[src/design/bce_pkg.sv]
// Shared types, constants and tables of the Bezier curve evaluator.
// No dependencies; imported by bce_rdiv, bce_unit and bezier_curve_evaluator.
`default_nettype none
package bce_pkg;

  localparam int MAX_ORDER = 7;
  localparam int MAX_STEPS = 32;

  localparam int ORD_W  = 3;   // curve_order register
  localparam int STEP_W = 6;   // step count registers
  localparam int IDX_W  = 5;   // sample index
  localparam int CRD_W  = 16;  // coordinate and tangent component
  localparam int PT_W   = 2 * CRD_W;
  localparam int ACC_W  = 56;  // Horner accumulator
  localparam int DEN_W  = 36;  // step count raised to the order
  localparam int CFG_W  = 6;
  localparam int CIX_W  = 2;

  localparam logic [CIX_W-1:0] CFG_ORDER  = 2'd0;
  localparam logic [CIX_W-1:0] CFG_CSTEPS = 2'd1;
  localparam logic [CIX_W-1:0] CFG_TSTEPS = 2'd2;

  localparam logic KIND_POINT   = 1'b0;
  localparam logic KIND_TANGENT = 1'b1;

  // Pascal triangle, row n holds C(n,k)
  localparam int BINOM [8][8] = '{
    '{1, 0,  0,  0,  0,  0, 0, 0},
    '{1, 1,  0,  0,  0,  0, 0, 0},
    '{1, 2,  1,  0,  0,  0, 0, 0},
    '{1, 3,  3,  1,  0,  0, 0, 0},
    '{1, 4,  6,  4,  1,  0, 0, 0},
    '{1, 5, 10, 10,  5,  1, 0, 0},
    '{1, 6, 15, 20, 15,  6, 1, 0},
    '{1, 7, 21, 35, 35, 21, 7, 1}
  };

  typedef enum logic [3:0] {
    ST_IDLE,
    ST_DEN,
    ST_SINIT,
    ST_MUL1,
    ST_MUL2,
    ST_ADD,
    ST_START,
    ST_WAIT,
    ST_EMIT
  } top_state_t;

  typedef enum logic [2:0] {
    U_IDLE,
    U_SHIFT,
    U_SQ,
    U_SQR,
    U_TEST
  } unit_state_t;

endpackage
`default_nettype wire

[src/design/bce_rdiv.sv]
// Rounding divider: signed numerator over unsigned denominator, ties away from zero.
// Restoring, one quotient bit per cycle. Depends on bce_pkg.
`default_nettype none
module bce_rdiv import bce_pkg::*; (
  input  logic                    clk,
  input  logic                    rst_n,
  input  logic                    start,
  input  logic signed [ACC_W-1:0] num,
  input  logic [DEN_W-1:0]        den,
  output logic                    done,
  output logic signed [CRD_W-1:0] quo
);

  localparam int REM_W = ACC_W + 1;
  localparam int DSH_W = DEN_W + CRD_W - 1;
  localparam int CNT_W = $clog2(CRD_W);

  logic             busy_r;
  logic             done_r;
  logic [CNT_W-1:0] cnt_r;
  logic [REM_W-1:0] rem_r;
  logic [DSH_W-1:0] dsh_r;
  logic [CRD_W-1:0] q_r;
  logic             neg_r;

  logic [ACC_W-1:0] num_mag;
  logic [REM_W-1:0] rem_init;
  logic [REM_W-1:0] dsh_ext;
  logic             fits;

  assign num_mag  = num[ACC_W-1] ? $unsigned(-num) : $unsigned(num);
  assign rem_init = {1'b0, num_mag} + REM_W'(den >> 1);
  assign dsh_ext  = REM_W'(dsh_r);
  assign fits     = rem_r >= dsh_ext;

  always_ff @(posedge clk) begin
    if (!rst_n) begin
      busy_r <= 1'b0;
      done_r <= 1'b0;
      cnt_r  <= '0;
    end else begin
      done_r <= 1'b0;
      if (start) begin
        busy_r <= 1'b1;
        cnt_r  <= CNT_W'(CRD_W - 1);
      end else if (busy_r) begin
        cnt_r <= cnt_r - 1'b1;
        if (cnt_r == '0) begin
          busy_r <= 1'b0;
          done_r <= 1'b1;
        end
      end
    end
  end

  always_ff @(posedge clk) begin
    if (start) begin
      rem_r <= rem_init;
      dsh_r <= {den, {(CRD_W-1){1'b0}}};
      q_r   <= '0;
      neg_r <= num[ACC_W-1];
    end else if (busy_r) begin
      if (fits) begin
        rem_r        <= rem_r - dsh_ext;
        q_r[cnt_r]   <= 1'b1;
      end
      dsh_r <= dsh_r >> 1;
    end
  end

  assign done = done_r;
  assign quo  = $signed(neg_r ? (~q_r + 1'b1) : q_r);

endmodule
`default_nettype wire

[config.mk]
export PLATFORM = sky130hd
export DESIGN_NAME = bce_rdiv
export DESIGN_NICKNAME = d
export VERILOG_FILES = /design/src/design/bce_pkg.sv /design/src/design/bce_rdiv.sv
export SDC_FILE = /design/constraint.sdc
export NUM_CORES = 1
export LEC_CHECK = 0
export ABC_AREA = 1
export ABC_CLOCK_PERIOD_IN_PS = 4080
export BUFFER_PORTS_ARGS = -buffer_cell sky130_fd_sc_hd__buf_2
export CELL_PAD_IN_SITES_DETAIL_PLACEMENT = 1
export CELL_PAD_IN_SITES_GLOBAL_PLACEMENT = 2
export CORE_MARGIN = 4
export CORE_UTILIZATION = 34
export CTS_BUF_LIST = sky130_fd_sc_hd__clkbuf_8
export CTS_CLUSTER_SIZE = 16
export DETAILED_ROUTE_END_ITERATION = 6
export GPL_TIMING_DRIVEN = 1
export PLACE_DENSITY_LB_ADDON = 0.1
export SYNTH_ARGS = -nofsm -noshare
export SYNTH_HDL_FRONTEND = slang
export SYNTH_SLANG_ARGS = --single-unit
[constraint.sdc]
create_clock -name clk -period 4.08 [get_ports clk]
set_clock_uncertainty 0.15 [all_clocks]
set_input_delay 0.816 -clock clk [delete_from_list [all_inputs] [get_ports clk]]
set_output_delay 0.816 -clock clk [all_outputs]
set_load 0.1 [all_outputs]
==> flow_metrics.env, run 1 <==
export IMPL_run_status="finished, final reports clean"
export IMPL_gp_congestion=0.9657
export IMPL_yosys_warnings=0
export IMPL_viasPerCell=5.168
export IMPL_end_kind="flip-flop"
export IMPL_worst_setup_path_type="input pin to flip-flop"
export IMPL_fp_row_count=74
export IMPL_min_path_type="flip-flop to flip-flop"
export IMPL_cts_tree="built"
export IMPL_boundaryPins=112
export IMPL_drtIter0Drc=750
export IMPL_placed_cells=3074
export IMPL_clk_path_buf_depth=2
export IMPL_synth_top_cell_area_share_pct=19.90
export IMPL_clk_pin_slew_worst_paths_ns=0.08
export IMPL_synth_top_area_cell="edfxtp_1"
export IMPL_numPortBuffers=111
export IMPL_crit_top_cell="nand2_1"
export IMPL_fin_crit_sh_pct=93.51
export IMPL_dpl_cell_area_um2=16900
export IMPL_grt_overflow_total=0
export IMPL_start_kind="input pin"
export IMPL_antennaDiodeCount=0
export IMPL_clkSinkCount=131
export IMPL_final_hold_viol_count=0
export IMPL_crit_chain="buf_2, nor2_1, nand2_1, nor2_4, nand2_1, nand2_1, and2_1, o21ai_0, xor2_1, ha_1, nand2_1, o21ai_0, o21bai_1, a21oi_1, nand2_1, a31oi_1, a21oi_1, o21ai_0, o21ai_0"
export IMPL_crit_family="compound AO/OA/AOI/OAI gates"
export IMPL_area_growth_pct=21.91
export IMPL_holdBufCountCts=0
export IMPL_numCtsBuffers=17
export IMPL_reg2reg_slack_ns=0.61
export IMPL_synth_edff_count=94
export IMPL_cp_slowest_stage_delay_ns=0.39
export IMPL_track_usage_pct=27.02
export IMPL_fmax_ghz=0.2621
export IMPL_final_common_cell="nand2_1"
export IMPL_worst_slew_pin_slew_ns=0.8174
export IMPL_synth_flop_cell="edfxtp_1"
export IMPL_synth_fp_nets=2442
export IMPL_slew_violations=0
export IMPL_final_cells=3109
export IMPL_synth_avg_cell_area_um2=6.303
export IMPL_routed_wl_mm=60.76
export IMPL_die_h_um=212.3
export IMPL_layout_common_cells="nand2_1 (520), nor2_1 (311), inv_1 (307), buf_4 (217), o21ai_0 (214)"
export IMPL_fin_crit_ns=3.815
export IMPL_ys_seq_area_share_pct=25.12
export IMPL_clock_latency_ns=0.51
export IMPL_syn_inst=2251
export IMPL_grt_pass1_wl_mm=93.95
export IMPL_vias=16067
export IMPL_finalSetupViolations=0
export IMPL_ys_types=48
export IMPL_fin_ws_ns=0.2649
export IMPL_ys_seq_elements=131
export IMPL_start_util_pct=34.59
export IMPL_drive_gt1_share_pct=16.53
export IMPL_max_slew_margin_pct=45.50
export IMPL_hold_slack_ns=0.3186
export IMPL_dp_hpwl_mm=53.03
export IMPL_cp_max_fo=6
export IMPL_antenna_found_initial=0
export IMPL_postRouteAntennaNets=0
export IMPL_nFillCells=5611
export IMPL_first_pass_iters=5
export IMPL_dieArea_um2=45060
export IMPL_power_density_nw_per_um2=399.8
export IMPL_htreeDepth=4
export IMPL_crit_required_ns=4.17
export IMPL_place_ws_ns=-0.5303
export IMPL_drcViolationCount=0
export IMPL_cpMaxStageDelayCell="a31oi_1"
export IMPL_maxCapViolCount=0
export IMPL_ys_top_cells_by_area="edfxtp_1 (20%), nand2_1 (14%), ha_1 (8.3%)"
export IMPL_nets=2755
export IMPL_ir_drop_uv=211.1
export IMPL_avgRoutedWirePerCell_um=19.54
export IMPL_grt_max_degree=77
export IMPL_rsz0062_at_grt="no"
export IMPL_synthArstFlopShare_pct=0
export IMPL_clockRootBuffer="clkbuf_8"
export IMPL_crit_buf_inv=1
export IMPL_grt_pass1_vias=16779
export IMPL_p_leak_nw=8.028
export IMPL_fp_dieW_um=212.3
export IMPL_design_area_um2=17300
export IMPL_cp_arrival_ns=3.90
export IMPL_synth_area_um2=14190
export IMPL_coreArea_um2=41020
[cells by family (layout without fill, tap and decap cells)]
| group | Yosys count | in the layout | synth area share [%] |
|---|---|---|---|
| AO/OA/AOI/OAI | 521 | 521 | 20.06 |
| XOR/XNOR | 62 | 62 | 3.827 |
| adder cells (fa/ha/maj) | 96 | 96 | 8.572 |
| buffers and inverters | 343 | 669 | 9.216 |
| flip-flops | 131 | 131 | 25.12 |
| multiplexers | 3 | 3 | 0.2381 |
| AND/OR/NAND/NOR | 1095 | 1095 | 32.97 |
[metrics by stage]
step           util, %  power (W)  setup TNS (ns)
3_5_place_dp     41.21   0.005842          -4.456
4_1_cts          42.06   0.006895               0
3_3_place_gp     41.21   0.005764          -2.413
6_report         42.17   0.006915               0
5_1_grt          42.17   0.007443               0
2_1_floorplan        -   0.004257               0
[final timing paths]
kind / from / depth (start not counted) / end
max: num[1] / 19 / rem_r[35]$_DFFE_PP_
min: q_r[15]$_SDFFE_PP0P_ / 2 / q_r[15]$_SDFFE_PP0P_
max reg2reg: rem_r[0]$_DFFE_PP_ / 11 / rem_r[36]$_DFFE_PP_
min reg2reg: q_r[15]$_SDFFE_PP0P_ / 2 / q_r[15]$_SDFFE_PP0P_
[synth_stat cells, types with 9 or more instances]
cell and number:
a21oi_1 192, nor3_1 28, xor2_1 42, o21ai_0 215, nand4_1 29, nand2_1 522
clkbuf_1 24, nor2_2 13, dfxtp_1 37, xnor2_1 20, a21boi_0 12, edfxtp_1 94
o21bai_1 17, a31oi_1 19, nand3_1 124, inv_1 304, nor2_1 313, ha_1 94
o22ai_1 16, a21o_1 24, nand2_2 18, nand3b_1 9
[power by group]
| group | switching (W) | total (W) | leakage, nW | internal, W |
|---|---|---|---|---|
| Clock | 0.000563 | 0.00104 | 0.184 | 0.000481 |
| Sequential | 0.0000983 | 0.00180 | 1.26 | 0.00170 |
| Combinational | 0.00273 | 0.00407 | 6.58 | 0.00134 |
[timing repair]
| action | 4_1_cts | 5_1_grt |
|---|---|---|
| buffers inserted | 0 | 3 |
| setup endpoints to repair | 0 | 8 |
| endpoints found under the hold margin | 0 | 0 |
| resized for setup | 0 | 7 |
[worst reg2reg max path, cell delays in order, from the launching register on]
cell and delay, ns:
edfxtp_1 0.33, inv_1 0.04, ha_1 0.24, fa_1 0.41
o21ai_0 0.38, a21oi_1 0.26, o21bai_1 0.48, a21oi_1 0.25
o21ai_0 0.42, nand2_1 0.09, nand3_1 0.11, nand2_1 0.06
[metal layers]
metal,track usage (%),wire (µm),vias to the layer above,part of all wire (%)
met4,6.908,1404,0,2.3
met1,35.34,27650,7618,45
met5,0,0,-,0
li1,-,-,8091,-
met3,2.863,2023,64,3.3
met2,47.74,29690,294,49
[sequential cells by signal, summed over array words and instances (netlist names)]
name	flops
q_r	16
busy_r	1
cnt_r	4
rem_r	57
dsh_r	51
done	1
neg_r	1
[final cells by class]
class                   count  area [µm²]  share of cell area (%)
flip-flops and latches    131        3563                   20.60
multi-input cells        1777        9338                   53.99
inverters                 308        1156                   6.685
well taps                 532       665.6                   3.849
repair buffers            329        2222                   12.85
clock inverters            14       102.6                  0.5932
clock buffers              18       247.7                   1.432
(Power assumes the default switching activity.)
==> inputs of run 2 (changes only) <==
--- a/config.mk
+++ b/config.mk
@@ -5,14 +5,12 @@
 export SDC_FILE = /design/constraint.sdc
 export NUM_CORES = 1
 export LEC_CHECK = 0
-export ABC_AREA = 1
 export ABC_CLOCK_PERIOD_IN_PS = 4080
 export BUFFER_PORTS_ARGS = -buffer_cell sky130_fd_sc_hd__buf_2
 export CELL_PAD_IN_SITES_DETAIL_PLACEMENT = 1
 export CELL_PAD_IN_SITES_GLOBAL_PLACEMENT = 2
 export CORE_MARGIN = 4
-export CORE_UTILIZATION = 34
-export CTS_BUF_LIST = sky130_fd_sc_hd__clkbuf_8
+export CORE_UTILIZATION = 37
 export CTS_CLUSTER_SIZE = 16
 export DETAILED_ROUTE_END_ITERATION = 6
 export GPL_TIMING_DRIVEN = 1
==> flow_metrics.env, run 2 <==
export IMPL_run_status="finished with violations"
export IMPL_failed_checks="negative setup slack"
export IMPL_pwr_share_comb_pct=58.8
export IMPL_fin_ws_ns=-0.5452
export IMPL_synth_fp_nets=1706
export IMPL_yosys_warnings=0
export IMPL_nets=2056
export IMPL_synth_avg_cell_area_um2=8.361
export IMPL_synth_edff_count=94
export IMPL_fp_row_count=67
export IMPL_viasPerCell=5.583
export IMPL_antenna_found_initial=1
export IMPL_cp_arrival_ns=4.65
export IMPL_design_area_um2=17190
export IMPL_cp_slowest_stage_delay_ns=0.53
export IMPL_worst_slew_pin_slew_ns=0.9792
export IMPL_cp_max_fo=5
export IMPL_power_density_nw_per_um2=510.4
export IMPL_reg2reg_slack_ns=0.33
export IMPL_vias=12985
export IMPL_coreArea_um2=33620
export IMPL_ys_top_cells_by_area="edfxtp_1 (22%), ha_1 (9.3%), xnor2_1 (7.3%)"
export IMPL_synth_top_area_cell="edfxtp_1"
export IMPL_numCtsBuffers=17
export IMPL_gp_congestion=0.8990
export IMPL_avgRoutedWirePerCell_um=20.31
export IMPL_crit_chain="buf_6, or4_4, or3_4, buf_4, o21ai_4, xnor2_2, ha_1, and3_4, nand4_1, o211ai_1, a221oi_2, buf_4, o21ai_4, o221ai_4, buf_12, buf_16, nor4_4, xor2_1, mux2i_1"
export IMPL_ys_seq_elements=131
export IMPL_fmax_ghz=0.2162
export IMPL_synth_top_cell_area_share_pct=22.28
export IMPL_final_common_cell="buf_4"
export IMPL_clockRootBuffer="clkbuf_16"
export IMPL_crit_family="simple AND/OR/NAND/NOR gates"
export IMPL_syn_inst=1515
export IMPL_swShare_pct=43.60
export IMPL_layout_common_cells="buf_4 (269), nand2_1 (165), buf_2 (108), xnor2_1 (94), edfxtp_1 (94)"
export IMPL_first_pass_iters=5
export IMPL_largest_reg_flops=57
export IMPL_dp_hpwl_mm=36.20
export IMPL_crit_required_ns=4.10
export IMPL_cts_tree="built"
export IMPL_ys_types=88
export IMPL_dieArea_um2=37260
export IMPL_yosys_area_share_simple_pct=19.45
export IMPL_synth_xor_area_share_pct=10.98
export IMPL_fp_dieW_um=193.0
export IMPL_worst_setup_path_type="input pin to flip-flop"
export IMPL_holdBufCountCts=0
export IMPL_antennaDiodeCount=0
export IMPL_power_switching_w=0.003825
export IMPL_synth_compound_area_share_pct=24.40
export IMPL_drcViolationCount=0
export IMPL_cp_depth=19
export IMPL_clkSinkCount=131
export IMPL_start_util_pct=37.68
export IMPL_start_kind="input pin"
export IMPL_postRouteAntennaNets=0
export IMPL_rsz0062_at_grt="yes"
export IMPL_maxCapViolCount=0
export IMPL_yosysMostFrequentCell="nand2_1"
export IMPL_max_slew_margin_pct=34.72
export IMPL_clockPowerShare_pct=18.4
export IMPL_p_seq_share_pct=22.9
export IMPL_finalSetupViolations=41
export IMPL_routed_wl_mm=47.24
export IMPL_r2r_cells=12
export IMPL_hp_start="q_r[15]$_SDFFE_PP0P_"
export IMPL_place_ws_ns=-1.190
export IMPL_synth_flop_cell="edfxtp_1"
export IMPL_min_path_type="flip-flop to flip-flop"
export IMPL_grt_max_degree=75
export IMPL_numPortBuffers=111
export IMPL_p_int_w=0.004948
export IMPL_worstReg2RegStart="dsh_r[17]$_DFFE_PP_"
export IMPL_r2r_end="rem_r[17]$_DFFE_PP_"
export IMPL_drive_gt1_share_pct=30.09
export IMPL_synthArstFlopShare_pct=0
export IMPL_finalPower_w=0.008773
export IMPL_track_usage_pct=24.85
export IMPL_clk_path_buf_depth=2
export IMPL_fin_crit_ns=4.625
export IMPL_whs_path_depth=1
export IMPL_slew_violations=0
export IMPL_grt_pass1_vias=13428
export IMPL_htreeDepth=4
export IMPL_area_growth_pct=35.70
export IMPL_die_h_um=193.0
export IMPL_clock_latency_ns=0.44
export IMPL_grt_overflow_total=0
export IMPL_end_kind="flip-flop"
export IMPL_ys_seq_area_share_pct=28.13
export IMPL_grt_pass1_wl_mm=73.11
export IMPL_dpl_cell_area_um2=15490
export IMPL_fin_crit_sh_pct=113.4
export IMPL_synthMuxAreaShare_pct=2.687
export IMPL_final_hold_viol_count=0
export IMPL_top_register="rem_r"
export IMPL_synthAdderAreaFrac_pct=9.601
export IMPL_synth_area_um2=12670
export IMPL_crit_buf_inv=5
export IMPL_synth_top_family_by_area="compound AO/OA/AOI/OAI gates"
export IMPL_min_to="q_r[15]$_SDFFE_PP0P_"
export IMPL_clk_pin_slew_worst_paths_ns=0.06
export IMPL_cpMaxStageDelayCell="or4_4"
export IMPL_ir_drop_uv=370.9
export IMPL_drtIter0Drc=687
export IMPL_synthTopCellsByCount="nand2_1 (171), o21ai_0 (117), xnor2_1 (105)"
export IMPL_largestRegisters="rem_r: 57 flops, dsh_r: 51 flops, q_r: 16 flops"
export IMPL_p_leak_nw=7.384
export IMPL_boundaryPins=112
run 2: routing by layer:
| layer | track usage [%] | routed length (µm) |
|---|---|---|
| met5 | 0 | 0 |
| met4 | 7.462 | 1129 |
| met3 | 2.611 | 1611 |
| met2 | 40.31 | 21690 |
| met1 | 35.12 | 22810 |
run 2: how the worst max path moves through the flow:
stage	startpoint	end	slack, ns
3_3_place_gp	num[5]	rem_r[48]$_DFFE_PP_	-1.02
2_1_floorplan	num[5]	rem_r[30]$_DFFE_PP_	-0.73
3_5_place_dp	num[5]	rem_r[48]$_DFFE_PP_	-1.19
4_1_cts	num[5]	rem_r[30]$_DFFE_PP_	-0.43
6_report	num[5]	rem_r[53]$_DFFE_PP_	-0.55
5_1_grt	num[5]	rem_r[48]$_DFFE_PP_	-0.69
run 2: what timing repair did:
item / in CTS / in global routing
setup endpoints to repair: 41 / 43
gates cloned: 2 / 0
resized for setup: 81 / 68
setup buffers: 34 / 13
pin swaps: 54 / 44
run 2: cell type report:
cell class	count	area (µm²)
Timing Repair Buffer	396	2834
Tap cell	448	560.5
Sequential cell	131	3565
Multi-Input combinational cell	1235	9308
Clock inverter	15	181.4
Inverter	84	315.3
Fill cell	4016	16430
Clock buffer	17	425.4
run 2: power groups by stage:
stage / sequential, W / combinational, W / clock, W
3_5_place_dp: 0.00203 / 0.00469 / 0
6_report: 0.00201 / 0.00516 / 0.00161
5_1_grt: 0.00203 / 0.00565 / 0.00170
4_1_cts: 0.00201 / 0.00493 / 0.00165
3_3_place_gp: 0.00202 / 0.00462 / 0
2_1_floorplan: 0.00196 / 0.00319 / 0
run 2: per-stage QoR:
| stage | utilization, % | setup TNS [ns] | cells | hold WS [ns] |
|---|---|---|---|---|
| 3_5_place_dp | 46.08 | -40.17 | 2249 | 0.3545 |
| 6_report | 51.13 | -15.94 | 2326 | 0.3577 |
| 2_1_floorplan | - | -19.99 | 1515 | 0.3127 |
| 5_1_grt | 51.13 | -21.24 | 2326 | 0.3870 |
| 3_3_place_gp | 46.08 | -34.48 | 2249 | 0.3455 |
| 4_1_cts | 49.92 | -12.20 | 2315 | 0.3684 |
run 2: logic make-up after synthesis:
logic type | Yosys count
XOR/XNOR | 158
multiplexers | 34
AND/OR/NAND/NOR | 481
buffers and inverters | 150
flip-flops | 131
AO/OA/AOI/OAI | 465
adder cells (fa/ha/maj) | 96
==> inputs of run 3 (changes only) <==
--- a/config.mk
+++ b/config.mk
@@ -5,12 +5,12 @@
 export SDC_FILE = /design/constraint.sdc
 export NUM_CORES = 1
 export LEC_CHECK = 0
-export ABC_CLOCK_PERIOD_IN_PS = 4080
+export ABC_CLOCK_PERIOD_IN_PS = 5700
 export BUFFER_PORTS_ARGS = -buffer_cell sky130_fd_sc_hd__buf_2
 export CELL_PAD_IN_SITES_DETAIL_PLACEMENT = 1
-export CELL_PAD_IN_SITES_GLOBAL_PLACEMENT = 2
+export CELL_PAD_IN_SITES_GLOBAL_PLACEMENT = 1
 export CORE_MARGIN = 4
-export CORE_UTILIZATION = 37
+export CORE_UTILIZATION = 45
 export CTS_CLUSTER_SIZE = 16
 export DETAILED_ROUTE_END_ITERATION = 6
 export GPL_TIMING_DRIVEN = 1
==> constraint.sdc (replaced) <==
create_clock -name clk -period 5.7 [get_ports clk]
set_clock_uncertainty 0.15 [all_clocks]
set_input_delay 1.14 -clock clk [delete_from_list [all_inputs] [get_ports clk]]
set_output_delay 1.14 -clock clk [all_outputs]
set_load 0.1 [all_outputs]
==> flow_metrics.env, run 3 (synthesis gave the netlist of run 2 again) <==
export IMPL_fp_row_count=61
export IMPL_cp_max_fo=7
export IMPL_ir_drop_uv=156.3
export IMPL_boundaryPins=112
export IMPL_cp_arrival_ns=5.27
export IMPL_grt_pass1_vias=12189
export IMPL_cts_tree="built"
export IMPL_final_hold_viol_count=0
export IMPL_dp_hpwl_mm=32.76
export IMPL_layout_common_cells="nand2_1 (171), o21ai_0 (117), buf_2 (110), xnor2_1 (105), a21oi_1 (104)"
export IMPL_htreeDepth=4
export IMPL_first_pass_iters=5
export IMPL_numPortBuffers=111
export IMPL_clockRootBuffer="clkbuf_16"
export IMPL_avgRoutedWirePerCell_um=20.63
export IMPL_finalSetupViolations=0
export IMPL_worst_slew_pin_slew_ns=1.031
export IMPL_fin_crit_sh_pct=92.26
export IMPL_start_util_pct=45.60
export IMPL_largestRegisters="rem_r: 57 flops, dsh_r: 51 flops, q_r: 16 flops"
export IMPL_clock_latency_ns=0.43
export IMPL_track_usage_pct=26.81
export IMPL_top_register="rem_r"
export IMPL_crit_required_ns=5.71
export IMPL_fp_dieW_um=175.8
export IMPL_max_slew_margin_pct=31.25
export IMPL_clk_path_buf_depth=2
export IMPL_rsz0062_at_grt="no"
export IMPL_dieArea_um2=30900
export IMPL_hold_slack_ns=0.3535
export IMPL_routed_wl_mm=41.52
export IMPL_placed_cells=1980
export IMPL_area_growth_pct=13.22
export IMPL_antenna_found_initial=2
export IMPL_final_util_pct=51.62
export IMPL_clkSinkCount=131
export IMPL_end_kind="flip-flop"
export IMPL_cpMaxStageDelayCell="or4_1"
export IMPL_drive_gt1_share_pct=13.28
export IMPL_cts_resized=0
export IMPL_viasPerCell=5.942
export IMPL_setup_tns_ns=0
export IMPL_gp_congestion=1.003
export IMPL_dpl_cell_area_um2=13740
export IMPL_coreArea_um2=27780
export IMPL_cp_slowest_stage_delay_ns=0.53
export IMPL_start_kind="input pin"
export IMPL_design_area_um2=14340
export IMPL_vias=11962
export IMPL_drtIter0Drc=935
export IMPL_worst_setup_path_type="input pin to flip-flop"
export IMPL_postRouteAntennaNets=0
export IMPL_grt_overflow_total=0
export IMPL_crit_chain="buf_2, or4_1, or3_1, or3_1, o21ai_0, xnor2_1, ha_1, nand2_1, nor3_1, nand3_1, o21ai_1, o221ai_2, buf_4, nor4_2, xnor2_1, mux2i_1"
export IMPL_grt_pass1_wl_mm=66.56
export IMPL_holdBufCountCts=0
export IMPL_final_common_cell="nand2_1"
export IMPL_power_density_nw_per_um2=398.7
export IMPL_maxCapViolCount=0
export IMPL_run_status="finished, final reports clean"
export IMPL_fmax_ghz=0.1902
export IMPL_final_cells=2013
export IMPL_clk_pin_slew_worst_paths_ns=0.07
export IMPL_min_path_type="flip-flop to flip-flop"
export IMPL_grt_max_degree=70
export IMPL_p_leak_nw=5.880
export IMPL_slew_violations=0
export IMPL_nets=1812
export IMPL_largest_reg_flops=57
export IMPL_die_h_um=175.8
export IMPL_numCtsBuffers=17
export IMPL_post_cts_buffers=0
export IMPL_fin_crit_ns=5.259
export IMPL_drcViolationCount=0
run 3: cell count changes in the layout (fill, tap and decap cells not counted), moves of 6 or more:
cell,previous run,this run
o21ai_4,6,0
xnor2_1,94,105
buf_6,13,0
a21oi_2,16,0
nand2_1,165,171
o21ai_0,92,117
a21oi_1,84,104
xnor2_2,8,0
o21ai_1,11,2
or3_1,14,21
buf_4,269,42
or3_4,7,0
o21ai_2,10,0
run 3: critical path, delay by kind of cell:
family / cells / cell delay, ns
adder cells (fa/ha/maj): 1 / 0.39
multiplexers: 1 / 0.11
AND/OR/NAND/NOR: 7 / 2.16
buffers and inverters: 2 / 0.33
XOR/XNOR: 2 / 0.36
AO/OA/AOI/OAI: 3 / 0.76
run 3: power breakdown:
part	total, W	switching, W	internal [W]
Sequential	0.00143	0.000112	0.00132
Clock	0.00113	0.000473	0.000658
Combinational	0.00316	0.00197	0.00118
run 3: worst paths after layout:
check	start	endpoint	slack, ns	cells past startpoint
max	num[6]	rem_r[51]$_DFFE_PP_	0.44	16
min	dsh_r[0]$_SDFFE_PP0P_	dsh_r[0]$_SDFFE_PP0P_	0.35	2
max reg2reg	dsh_r[24]$_DFFE_PP_	rem_r[19]$_DFFE_PP_	1.25	11
min reg2reg	dsh_r[0]$_SDFFE_PP0P_	dsh_r[0]$_SDFFE_PP0P_	0.35	2
run 3: area by class of cell:
cell class,count,area [µm²]
inverters,84,315.3
flip-flops and latches,131,3565
diodes,1,2.502
clock inverters,15,172.7
fillers,3434,13440
clock buffers,17,425.4
repair buffers,153,885.9
well taps,378,473.0
multi-input cells,1234,8502
run 3: per-layer routing:
layer | vias to the layer above | routed length [µm] | GRT usage, %
met1 | 5791 | 20170 | 39.39
met4 | 0 | 644 | 6.075
met3 | 31 | 2508 | 4.046
li1 | 5805 | - | -
met2 | 335 | 18200 | 41.74
met5 | - | 0 | 0
run 3: metrics by stage:
| stage | power, W | setup slack (ns) |
|---|---|---|
| after CTS | 0.005695 | 0.4593 |
| after floorplan | 0.003657 | 0.1452 |
| after global routing | 0.006116 | 0.04809 |
| after detailed placement | 0.004519 | 0.005687 |
| final | 0.005718 | 0.4414 |
| after global placement | 0.004467 | 0.1297 |
